<file path="config.mk">
export PLATFORM = sky130hd
export DESIGN_NAME = motion_command_line_parser
export DESIGN_NICKNAME = d
export VERILOG_FILES = /design/src/rtl/mclp_pkg.sv /design/src/rtl/mclp_in_reg.sv /design/src/rtl/mclp_parser.sv /design/src/rtl/motion_command_line_parser.sv
export SDC_FILE = /design/constraint.sdc
export NUM_CORES = 1
export LEC_CHECK = 0
export BUFFER_PORTS_ARGS = -buffer_cell sky130_fd_sc_hd__buf_2
export CORE_MARGIN = 2
export CORE_UTILIZATION = 51
export CTS_CLUSTER_SIZE = 8
export DETAILED_ROUTE_END_ITERATION = 8
export GPL_ROUTABILITY_DRIVEN = 0
export GPL_TIMING_DRIVEN = 0
export HOLD_SLACK_MARGIN = 0.02
export PLACE_DENSITY = 0.79
export REMOVE_ABC_BUFFERS = 1
export SYNTH_ARGS = -nofsm -noshare
export SYNTH_HDL_FRONTEND = slang
export SYNTH_SLANG_ARGS = --single-unit
</file>
<file path="constraint.sdc">
create_clock -name aclk -period 9.9 [get_ports aclk]
set_input_delay 1.485 -clock aclk [delete_from_list [all_inputs] [get_ports aclk]]
set_output_delay 1.485 -clock aclk [all_outputs]
set_load 0.01 [all_outputs]
</file>
<file path="src/rtl/mclp_pkg.sv">
// Shared types and constants for the motion command line parser.
// No dependencies; imported by every module of the block.
package mclp_pkg;

    localparam int unsigned BYTE_W  = 8;
    localparam int unsigned SPEED_W = 16;
    localparam int unsigned DIR_W   = 3;

    // ASCII codes recognized by the parser
    localparam logic [BYTE_W-1:0] CH_NUL   = 8'h00;
    localparam logic [BYTE_W-1:0] CH_LF    = 8'h0A;
    localparam logic [BYTE_W-1:0] CH_CR    = 8'h0D;
    localparam logic [BYTE_W-1:0] CH_COMMA = 8'h2C;
    localparam logic [BYTE_W-1:0] CH_ZERO  = 8'h30;
    localparam logic [BYTE_W-1:0] CH_NINE  = 8'h39;
    localparam logic [BYTE_W-1:0] CH_F     = 8'h46;
    localparam logic [BYTE_W-1:0] CH_B     = 8'h42;
    localparam logic [BYTE_W-1:0] CH_L     = 8'h4C;
    localparam logic [BYTE_W-1:0] CH_R     = 8'h52;
    localparam logic [BYTE_W-1:0] CH_S     = 8'h53;

    // Direction codes as reported on the result channel
    localparam logic [DIR_W-1:0] DIR_F = 3'd0;
    localparam logic [DIR_W-1:0] DIR_B = 3'd1;
    localparam logic [DIR_W-1:0] DIR_L = 3'd2;
    localparam logic [DIR_W-1:0] DIR_R = 3'd3;
    localparam logic [DIR_W-1:0] DIR_S = 3'd4;

    localparam logic [SPEED_W-1:0] SPEED_MAX_RESET = 16'd1000;

    typedef struct packed {
        logic               valid;
        logic               is_error;
        logic [DIR_W-1:0]   direction;
        logic [SPEED_W-1:0] speed;
        logic               led_select;
    } parse_result_t;

endpackage

</file>
<file path="src/rtl/mclp_in_reg.sv">
// Input register of the motion command line parser: holds one received byte.
// Depends on mclp_pkg.
module mclp_in_reg (
    input  logic                        aclk,
    input  logic                        aresetn,
    input  logic                        s_valid,
    output logic                        s_ready,
    input  logic [mclp_pkg::BYTE_W-1:0] s_rx_byte,
    input  logic                        advance,
    output logic                        byte_valid,
    output logic [mclp_pkg::BYTE_W-1:0] byte_data
);
    import mclp_pkg::*;

    logic              valid_reg;
    logic              valid_next;
    logic [BYTE_W-1:0] byte_reg;

    // take a new byte when empty or when the held one moves on this cycle
    assign s_ready = !valid_reg || advance;

    always_comb begin
        valid_next = valid_reg;
        if (s_valid && s_ready) begin
            valid_next = 1'b1;
        end else if (advance) begin
            valid_next = 1'b0;
        end
    end

    always_ff @(posedge aclk) begin
        if (!aresetn) begin
            valid_reg <= 1'b0;
        end else begin
            valid_reg <= valid_next;
        end
        if (s_valid && s_ready) begin
            byte_reg <= s_rx_byte;
        end
    end

    assign byte_valid = valid_reg;
    assign byte_data  = byte_reg;

endmodule

</file>
<file path="src/rtl/mclp_parser.sv">
// Line parser state machine: updates the line state for one byte per step
// and forms the result for that byte. Depends on mclp_pkg.
module mclp_parser #(
    parameter int LINE_BUF_SIZE = 64
) (
    input  logic                         aclk,
    input  logic                         aresetn,
    input  logic                         step,
    input  logic [mclp_pkg::BYTE_W-1:0]  byte_data,
    input  logic [mclp_pkg::SPEED_W-1:0] speed_max,
    output mclp_pkg::parse_result_t      result
);
    import mclp_pkg::*;

    localparam int unsigned LEN_W = $clog2(LINE_BUF_SIZE);
    localparam logic [LEN_W-1:0] LEN_LAST = LEN_W'(LINE_BUF_SIZE - 1);
    localparam int unsigned ACC_W = SPEED_W + 4;

    typedef enum logic [2:0] {
        PH_DIR,
        PH_COMMA,
        PH_FIRST,
        PH_DIGITS,
        PH_BAD,
        PH_DONE
    } phase_t;

    phase_t             phase_reg, phase_next;
    logic [LEN_W-1:0]   len_reg, len_next;
    logic [DIR_W-1:0]   dir_reg, dir_next;
    logic [SPEED_W-1:0] accum_reg, accum_next;

    logic               is_lf, is_cr, line_full, line_ok, err;
    logic [ACC_W-1:0]   acc_wide, acc_cand;
    logic               is_digit;

    assign is_lf     = (byte_data == CH_LF);
    assign is_cr     = (byte_data == CH_CR);
    assign line_full = (len_reg == LEN_LAST);
    assign line_ok   = (phase_reg == PH_DIGITS) || (phase_reg == PH_DONE);
    assign is_digit  = (byte_data >= CH_ZERO) && (byte_data <= CH_NINE);

    // accum * 10 + digit
    assign acc_wide = ACC_W'(accum_reg);
    assign acc_cand = (acc_wide << 3) + (acc_wide << 1) + ACC_W'(byte_data[3:0]);

    always_comb begin
        phase_next = phase_reg;
        len_next   = len_reg;
        dir_next   = dir_reg;
        accum_next = accum_reg;
        if (step) begin
            if (is_lf || (!is_cr && line_full)) begin
                // end of line or overflow: start a fresh line
                phase_next = PH_DIR;
                len_next   = '0;
                dir_next   = DIR_F;
                accum_next = '0;
            end else if (!is_cr) begin
                len_next = len_reg + LEN_W'(1);
                if (phase_reg != PH_BAD && phase_reg != PH_DONE) begin
                    if (byte_data == CH_NUL) begin
                        phase_next = (phase_reg == PH_DIGITS) ? PH_DONE : PH_BAD;
                    end else begin
                        unique case (phase_reg)
                            PH_DIR: begin
                                phase_next = PH_COMMA;
                                case (byte_data)
                                    CH_F:    dir_next = DIR_F;
                                    CH_B:    dir_next = DIR_B;
                                    CH_L:    dir_next = DIR_L;
                                    CH_R:    dir_next = DIR_R;
                                    CH_S:    dir_next = DIR_S;
                                    default: phase_next = PH_BAD;
                                endcase
                            end
                            PH_COMMA: begin
                                phase_next = (byte_data == CH_COMMA) ? PH_FIRST : PH_BAD;
                            end
                            PH_FIRST, PH_DIGITS: begin
                                if (!is_digit || (acc_cand > ACC_W'(speed_max))) begin
                                    phase_next = PH_BAD;
                                end else begin
                                    accum_next = acc_cand[SPEED_W-1:0];
                                    phase_next = PH_DIGITS;
                                end
                            end
                            default: phase_next = phase_reg;
                        endcase
                    end
                end
            end
        end
    end

    always_ff @(posedge aclk) begin
        if (!aresetn) begin
            phase_reg <= PH_DIR;
            len_reg   <= '0;
            dir_reg   <= DIR_F;
            accum_reg <= '0;
        end else begin
            phase_reg <= phase_next;
            len_reg   <= len_next;
            dir_reg   <= dir_next;
            accum_reg <= accum_next;
        end
    end

    // result for the byte currently presented
    assign err = is_lf ? !line_ok : 1'b1;

    always_comb begin
        result.valid      = (is_lf && (len_reg != '0)) || (!is_lf && !is_cr && line_full);
        result.is_error   = err;
        result.direction  = err ? DIR_F : dir_reg;
        result.speed      = err ? '0 : accum_reg;
        result.led_select = !err && (dir_reg >= DIR_L);
    end

endmodule

</file>
<file path="src/rtl/motion_command_line_parser.sv">
// Top level of the motion command line parser: input register, parser and
// result register. Depends on mclp_pkg, mclp_in_reg and mclp_parser.
//
// Parses serial text lines "<F|B|L|R|S>,<digits>" one byte per transaction and
// reports, for each non-empty line, an acknowledge (direction, speed, LED
// select) or an error when its line feed arrives; a byte that would overflow a
// line of LINE_BUF_SIZE-1 bytes gives an error at once. One byte is accepted
// every cycle unless a byte stalls; each result is registered after the input
// register. The input and the one-entry result register keep bytes flowing
// while a result waits; only a byte that produces a result stalls behind an
// untaken result. The user must write speed_max through the cfg_ channel
// (always ready) only while the block is idle, unenforced; it resets to 1000.
module motion_command_line_parser #(
    parameter int LINE_BUF_SIZE = 64
) (
    input  logic                         aclk,
    input  logic                         aresetn,
    input  logic                         s_valid,
    output logic                         s_ready,
    input  logic [mclp_pkg::BYTE_W-1:0]  s_rx_byte,
    output logic                         m_valid,
    input  logic                         m_ready,
    output logic                         m_is_error,
    output logic [mclp_pkg::DIR_W-1:0]   m_direction,
    output logic [mclp_pkg::SPEED_W-1:0] m_speed,
    output logic                         m_led_select,
    input  logic                         cfg_valid,
    output logic                         cfg_ready,
    input  logic [mclp_pkg::SPEED_W-1:0] cfg_speed_max
);
    import mclp_pkg::*;

    logic               byte_valid;
    logic [BYTE_W-1:0]  byte_data;
    logic               advance;
    logic               out_load;
    parse_result_t      result;

    logic [SPEED_W-1:0] speed_max_reg;
    logic               out_valid_reg, out_valid_next;
    logic               is_error_reg;
    logic [DIR_W-1:0]   direction_reg;
    logic [SPEED_W-1:0] speed_reg;
    logic               led_select_reg;

    mclp_in_reg u_in_reg (
        .aclk       (aclk),
        .aresetn    (aresetn),
        .s_valid    (s_valid),
        .s_ready    (s_ready),
        .s_rx_byte  (s_rx_byte),
        .advance    (advance),
        .byte_valid (byte_valid),
        .byte_data  (byte_data)
    );

    mclp_parser #(
        .LINE_BUF_SIZE (LINE_BUF_SIZE)
    ) u_parser (
        .aclk      (aclk),
        .aresetn   (aresetn),
        .step      (advance),
        .byte_data (byte_data),
        .speed_max (speed_max_reg),
        .result    (result)
    );

    // hold a result-producing byte while the result register is still full
    assign advance  = byte_valid && (!result.valid || !out_valid_reg || m_ready);
    assign out_load = advance && result.valid;

    assign cfg_ready = 1'b1;

    always_comb begin
        out_valid_next = out_valid_reg;
        if (out_load) begin
            out_valid_next = 1'b1;
        end else if (m_ready) begin
            out_valid_next = 1'b0;
        end
    end

    always_ff @(posedge aclk) begin
        if (!aresetn) begin
            out_valid_reg <= 1'b0;
            speed_max_reg <= SPEED_MAX_RESET;
        end else begin
            out_valid_reg <= out_valid_next;
            if (cfg_valid && cfg_ready) begin
                speed_max_reg <= cfg_speed_max;
            end
        end
        if (out_load) begin
            is_error_reg   <= result.is_error;
            direction_reg  <= result.direction;
            speed_reg      <= result.speed;
            led_select_reg <= result.led_select;
        end
    end

    assign m_valid      = out_valid_reg;
    assign m_is_error   = is_error_reg;
    assign m_direction  = direction_reg;
    assign m_speed      = speed_reg;
    assign m_led_select = led_select_reg;

endmodule
</file>
[Word level (Yosys, flattened, before mapping)]
Index checks and enable logic that the tools add are counted.
Operators by class
  $add $sub $neg: 3
  order comparisons: 4
  equality and inequality tests: 18
  muxes and demuxes: 28
  reduce and logical (&&, ||, !) cells: 41
Operator list (number)
  16-bit two-way mux: 6
  8-bit by 7-bit equality test with 1-bit output (second input constant): 5
  3-bit two-way mux: 12
  19-bit by 17-bit adder with 20-bit output: 1
  20-bit by 4-bit adder with 20-bit output: 1
  20-bit by 16-bit greater-than comparator with 1-bit output: 1
  8-bit by 4-bit equality test with 1-bit output (second input constant): 2
  3-bit case mux with 5 select lines: 1
  6-bit two-way mux: 2
  6-bit AND reduction: 2
  6-bit nonzero test: 2
  1-bit logical AND: 10
  2-bit nonzero test: 5
  3-bit case mux with 3 select lines: 1
  8-bit by 6-bit equality test with 1-bit output (second input constant): 1
  8-bit by 6-bit greater-or-equal comparator with 1-bit output (second input constant): 1
  8-bit by 6-bit less-or-equal comparator with 1-bit output (second input constant): 1
  1-bit zero test: 8
  8-bit zero test: 1
  1-bit logical OR: 7
  6-bit by 1-bit adder with 6-bit output (second input constant): 1
  3-bit by 2-bit equality test with 1-bit output (second input constant): 2
  6-bit equality test (second input constant): 1
  1-bit two-way mux: 6
  other kinds (12): 14
Storage, ports and cells
  bits in registers: 75
  input port bits: 29
  output and inout bits: 24
  word-level logic and storage cells: 106

[Longest topological paths before layout]
  word-level depth: 12
  gate-level depth with buffers: 20
  depth with buffers taken out: 19

[By module]
A second synthesis with hierarchy kept.
Unflattened totals
  cells, all modules: 536
  area total of the unflattened synthesis: 4869.7 um^2
By module, submodules not included
  mclp_parser: times used 1, cells an instance 442, area an instance 3273.1 um^2, sequential area each 560.5 um^2
  motion_command_line_parser: times used 1, cells an instance 81, area an instance 1298.7 um^2, sequential area each 970.9 um^2
  mclp_in_reg: times used 1, cells an instance 13, area an instance 297.8 um^2, sequential area each 260.2 um^2

[Least setup slack after synthesis]
Ideal clock, no wire load.
  kind: reg-to-reg
  start: register u_in_reg.byte_reg[3], in the netlist u_in_reg.byte_data[3]
  end: register u_parser.accum_reg[0]
  setup time: 0.072 ns
  arrival time: 4.523 ns
  data required time: 9.828 ns
  setup slack: 5.306 ns
  stages on the path, launching flop included: 20
  buffers on the path: 1
  clock period less this slack: 4.594 ns
  path through: edfxtp_1 > inv_1 > fa_1 > inv_1 > fa_1 > a211oi_1 > o21ai_1 > a21bo_1 > a211o_1 > xor2_1 > ha_1 > o21a_1 > a21oi_1 > o211ai_1 > o31a_1 > a2111oi_4 > nand4_2 > nand2_4 > buf_12 > mux2i_1
Between the ends
  longest elaborated chain between the ends: 10
  elaborated cells between the ends (all ways): 29
  classes of those cells: 1 x add/sub; 3 x order compare; 5 x eq/ne; 1 x mux; 19 x reduce/logical
RTL lines
  from (decl): RTL line mclp_in_reg.sv:17  | logic [BYTE_W-1:0] byte_reg;
  from (signal assigned): RTL line mclp_in_reg.sv:38  | byte_reg <= s_rx_byte;
  parallel branches: the longest is 10 deep, another holds 20-bit by 4-bit adder with 20-bit output
  to (signal assigned): RTL line mclp_parser.sv:106  | accum_reg <= accum_next;
  to (decl): RTL line mclp_parser.sv:31  | logic [SPEED_W-1:0] accum_reg, accum_next;
Several ways; the timed one is not identified.
A chain may end at the register's enable or synchronous reset.

[Worst setup path after layout]
  start: register u_in_reg.byte_reg[3], in the netlist u_in_reg.byte_data[3]
  end: register u_parser.accum_reg[3]
Same word-level chain as after synthesis.

==> impl_metrics.toml <==
[status]
result_of_the_run = "complete, no violations"

[setup_path]
worst-endpoint-required_ns = 10.18
startpoint_type = "flip-flop"
slowest_delay_ns = 0.54
path_max_fanout = 16
worst_path_max_delay_cell = "fa_1"
worst_ep_arrival_time_ns = 5.59
timing.critical_path.cells = "inv_1 -> fa_1 -> inv_1 -> fa_1 -> a211oi_1 -> o21ai_1 -> a21bo_1 -> a211o_1 -> xor2_1 -> ha_1 -> o21a_1 -> a21oi_1 -> o211ai_1 -> o31a_1 -> a2111oi_4 -> nand4_2 -> nand2_4 -> mux2i_1"
crit_type = "reg -> reg"
endpoint_kind = "flip-flop"

[placed_design]
hpwlAfterDp_mm = 7.22
numPlacedInstances = 644
placement.setup.worst_slack_ns = 4.63
io_buffer_count = 51

[clock_tree]
clkSinkCount = 75
post-cts-setup-buffer-count = 0
cts-buffers-inserted = 9
postCtsResizedCells = 0
htree_levels = 3
cts_root_buf = "clkbuf_8"
ctsHoldBuffers = 0
clkTransAtPathRegs_ns = 0.08
cts_tree = "yes"
max-clock-path-buffers = 2
insertion_delay_ns = 0.36

[power_and_ir_drop]
switching_share_pct = 23.0
p_comb_share_pct = 6.9
p_switching_w = 0.000146
power_frac_clock_pct = 40.2
internal-power_w = 0.000488
power_per_cell_area_nw_per_um2 = 120
vdd.ir_drop.worst_uv = 86.4
power.share.sequential_pct = 52.9
p_leak_nw = 2.28

[global_route]
first_global_vias = 3491
grt_max_degree = 52
global_route.usage.total_pct = 19.9
gr-total-overflow = 0
antenna_violations_before_repair = 0
grt_first_pass_wirelength_mm = 16.1

[sta]
whs_ns = 0.490
final_max_slew_viol_count = 0
unrepaired_setup_endpoints_after_global_routing = "no"
max_slew.worst_pin.slew_ns = 1.06
period_needed_ns = 5.32
maxSlewHeadroom_pct = 29.5
timing.fmax_ghz = 0.188
final.setup_skew_ns = 0.0132
setup_viol = 0
hold_violations = 0
fin_ws_ns = 4.58
tns_ns = 0
layout_worst_path_cycle_share_pct = 53.7

[min_path]
hold_path_class = "reg -> reg"

[synth]
synth.distinct_cells = 74
postSynthRegisterBits = 75
netlist_area_um2 = 4830
ys_top_cells_by_area = "dfxtp_1, edfxtp_1, ha_1, mux2i_1, nand2_1"
synth.top_cell.area_share_pct = 19.1
netlist_instances = 504
synth_top_area_cell = "dfxtp_1"
leading_register_cell_type_out_of_synthesis = "dfxtp_1"
post_synth.cell_area_avg_um2 = 9.58
seq_area_frac_synth_pct = 37.1
number_of_enable_type_register_cells_in_the_synthesized_netlist = 29
ys_warn_count = 0
synthArstFlopShare_pct = 0

[layout]
layout_commonest_cell = "nand2_1"
ff_latch_area_um2 = 1790
layout-drive-gt1-share_pct = 16.0
final_cell_mix = "nand2_1, buf_2, ha_1"
synthToLayoutAreaGrowth_pct = 9.12
final_net_count = 624
multi_input_gate_area_in_the_final_layout_um2 = 2770
final_core_utilization_pct = 57.3
post_layout_nonfiller_instances = 660
nFillCells = 793
n_antenna_cell = 0

[floorplan]
placementRows = 35
ios = 53
die_x_um = 101
fp.dieArea_um2 = 10300
coreArea_um2 = 9200
start_util_pct = 52.5
die_height_um = 101

[routing]
dr_total_vias = 3755
drtIter0Drc = 152
post_drt_wl_per_cell_um = 14.7
wl_mm = 9.71
detailedRoute.firstPassIterationCount = 5
drc_errors = 0
avgViaCountPerCell = 5.69
antenna_left = 0

[job]
maxCapViolations = 0
-- worst paths after layout --
check,start,endpoint,slack (ns),depth (start not counted)
setup / recovery,u_in_reg.byte_data[3]$_DFFE_PP_,u_parser.accum_reg[3]$_SDFFE_PN0P_,4.58,18
hold / removal,u_parser.accum_reg[0]$_SDFFE_PN0P_,u_parser.accum_reg[0]$_SDFFE_PN0P_,0.49,2
setup reg to reg,u_in_reg.byte_data[3]$_DFFE_PP_,u_parser.accum_reg[3]$_SDFFE_PN0P_,4.58,18
hold reg to reg,u_parser.accum_reg[0]$_SDFFE_PN0P_,u_parser.accum_reg[0]$_SDFFE_PN0P_,0.49,2
-- per-layer routing --
| metal | vias up | track usage (%) | share of wire (%) |
|---|---|---|---|
| met3 | 15 | 3.45 | 4.6 |
| met5 | - | 0 | 0 |
| met4 | 0 | 7.80 | 1.9 |
| li1 | 1888 | - | - |
| met2 | 95 | 32.4 | 48 |
| met1 | 1757 | 26.3 | 46 |
-- cells in the mapped netlist, types with 5 or more instances --
cell type,number
a21oi_1,30
dfxtp_1,46
and3_1,6
inv_1,28
o211ai_1,16
clkbuf_1,11
o21ai_0,11
edfxtp_1,29
xor2_1,8
ha_1,49
xnor2_1,8
nor2_1,22
and2_1,20
nand3_1,17
nor2b_1,17
nand4_1,6
nor3_1,5
nand2_1,62
mux2i_1,29
-- stage by stage --
step	area, um2	power, W
after global placement	5050	0.000383
after floorplan	4660	0.000367
after detailed placement	5060	0.000386
final	5270	0.000634
after CTS	5270	0.000638
after global routing	5270	0.000657
-- cell families (layout without fill, tap and decap cells) --
family,after synthesis,in the layout,synth area share [%]
AOI/OAI and AO/OA,100,100,14.8
xor gates and xnor gates,16,16,2.90
adders and majority gates,51,51,13.5
buffers and inverters,50,95,5.68
DFF,75,75,37.1
muxes,29,29,6.01
other,1,1,0.0777
and+or+nand+nor,182,182,19.9
-- worst max-delay path: cells and delay by family, from the launching register on --
family	cells	cell delay (ns)
AO/OA/AOI/OAI	9	2.26
buffers and inverters	2	0.20
adder cells (fa/ha/maj)	3	1.34
flip-flops	1	0.45
XOR/XNOR	1	0.31
AND/OR/NAND/NOR	2	0.44
multiplexers	1	0.23
-- power by group through the flow --
stage                     Combinational [W]  Sequential (W)  Clock (W)
after floorplan                   0.0000274        0.000340          0
after global placement            0.0000412        0.000342          0
after detailed placement          0.0000436        0.000342          0
after CTS                         0.0000438        0.000335   0.000259
after global routing              0.0000499        0.000336   0.000271
final                             0.0000437        0.000335   0.000255
-- final cells by class --
cell class / count / share of cell area (%)
timing repair buffer: 51 / 4.85
clock buffer: 11 / 2.49
tap: 111 / 2.64
clock inverter: 5 / 1.50
sequential: 75 / 34.0
multi-input combinational: 379 / 52.5
inverter: 28 / 2.00
(Power assumes the default switching activity.)
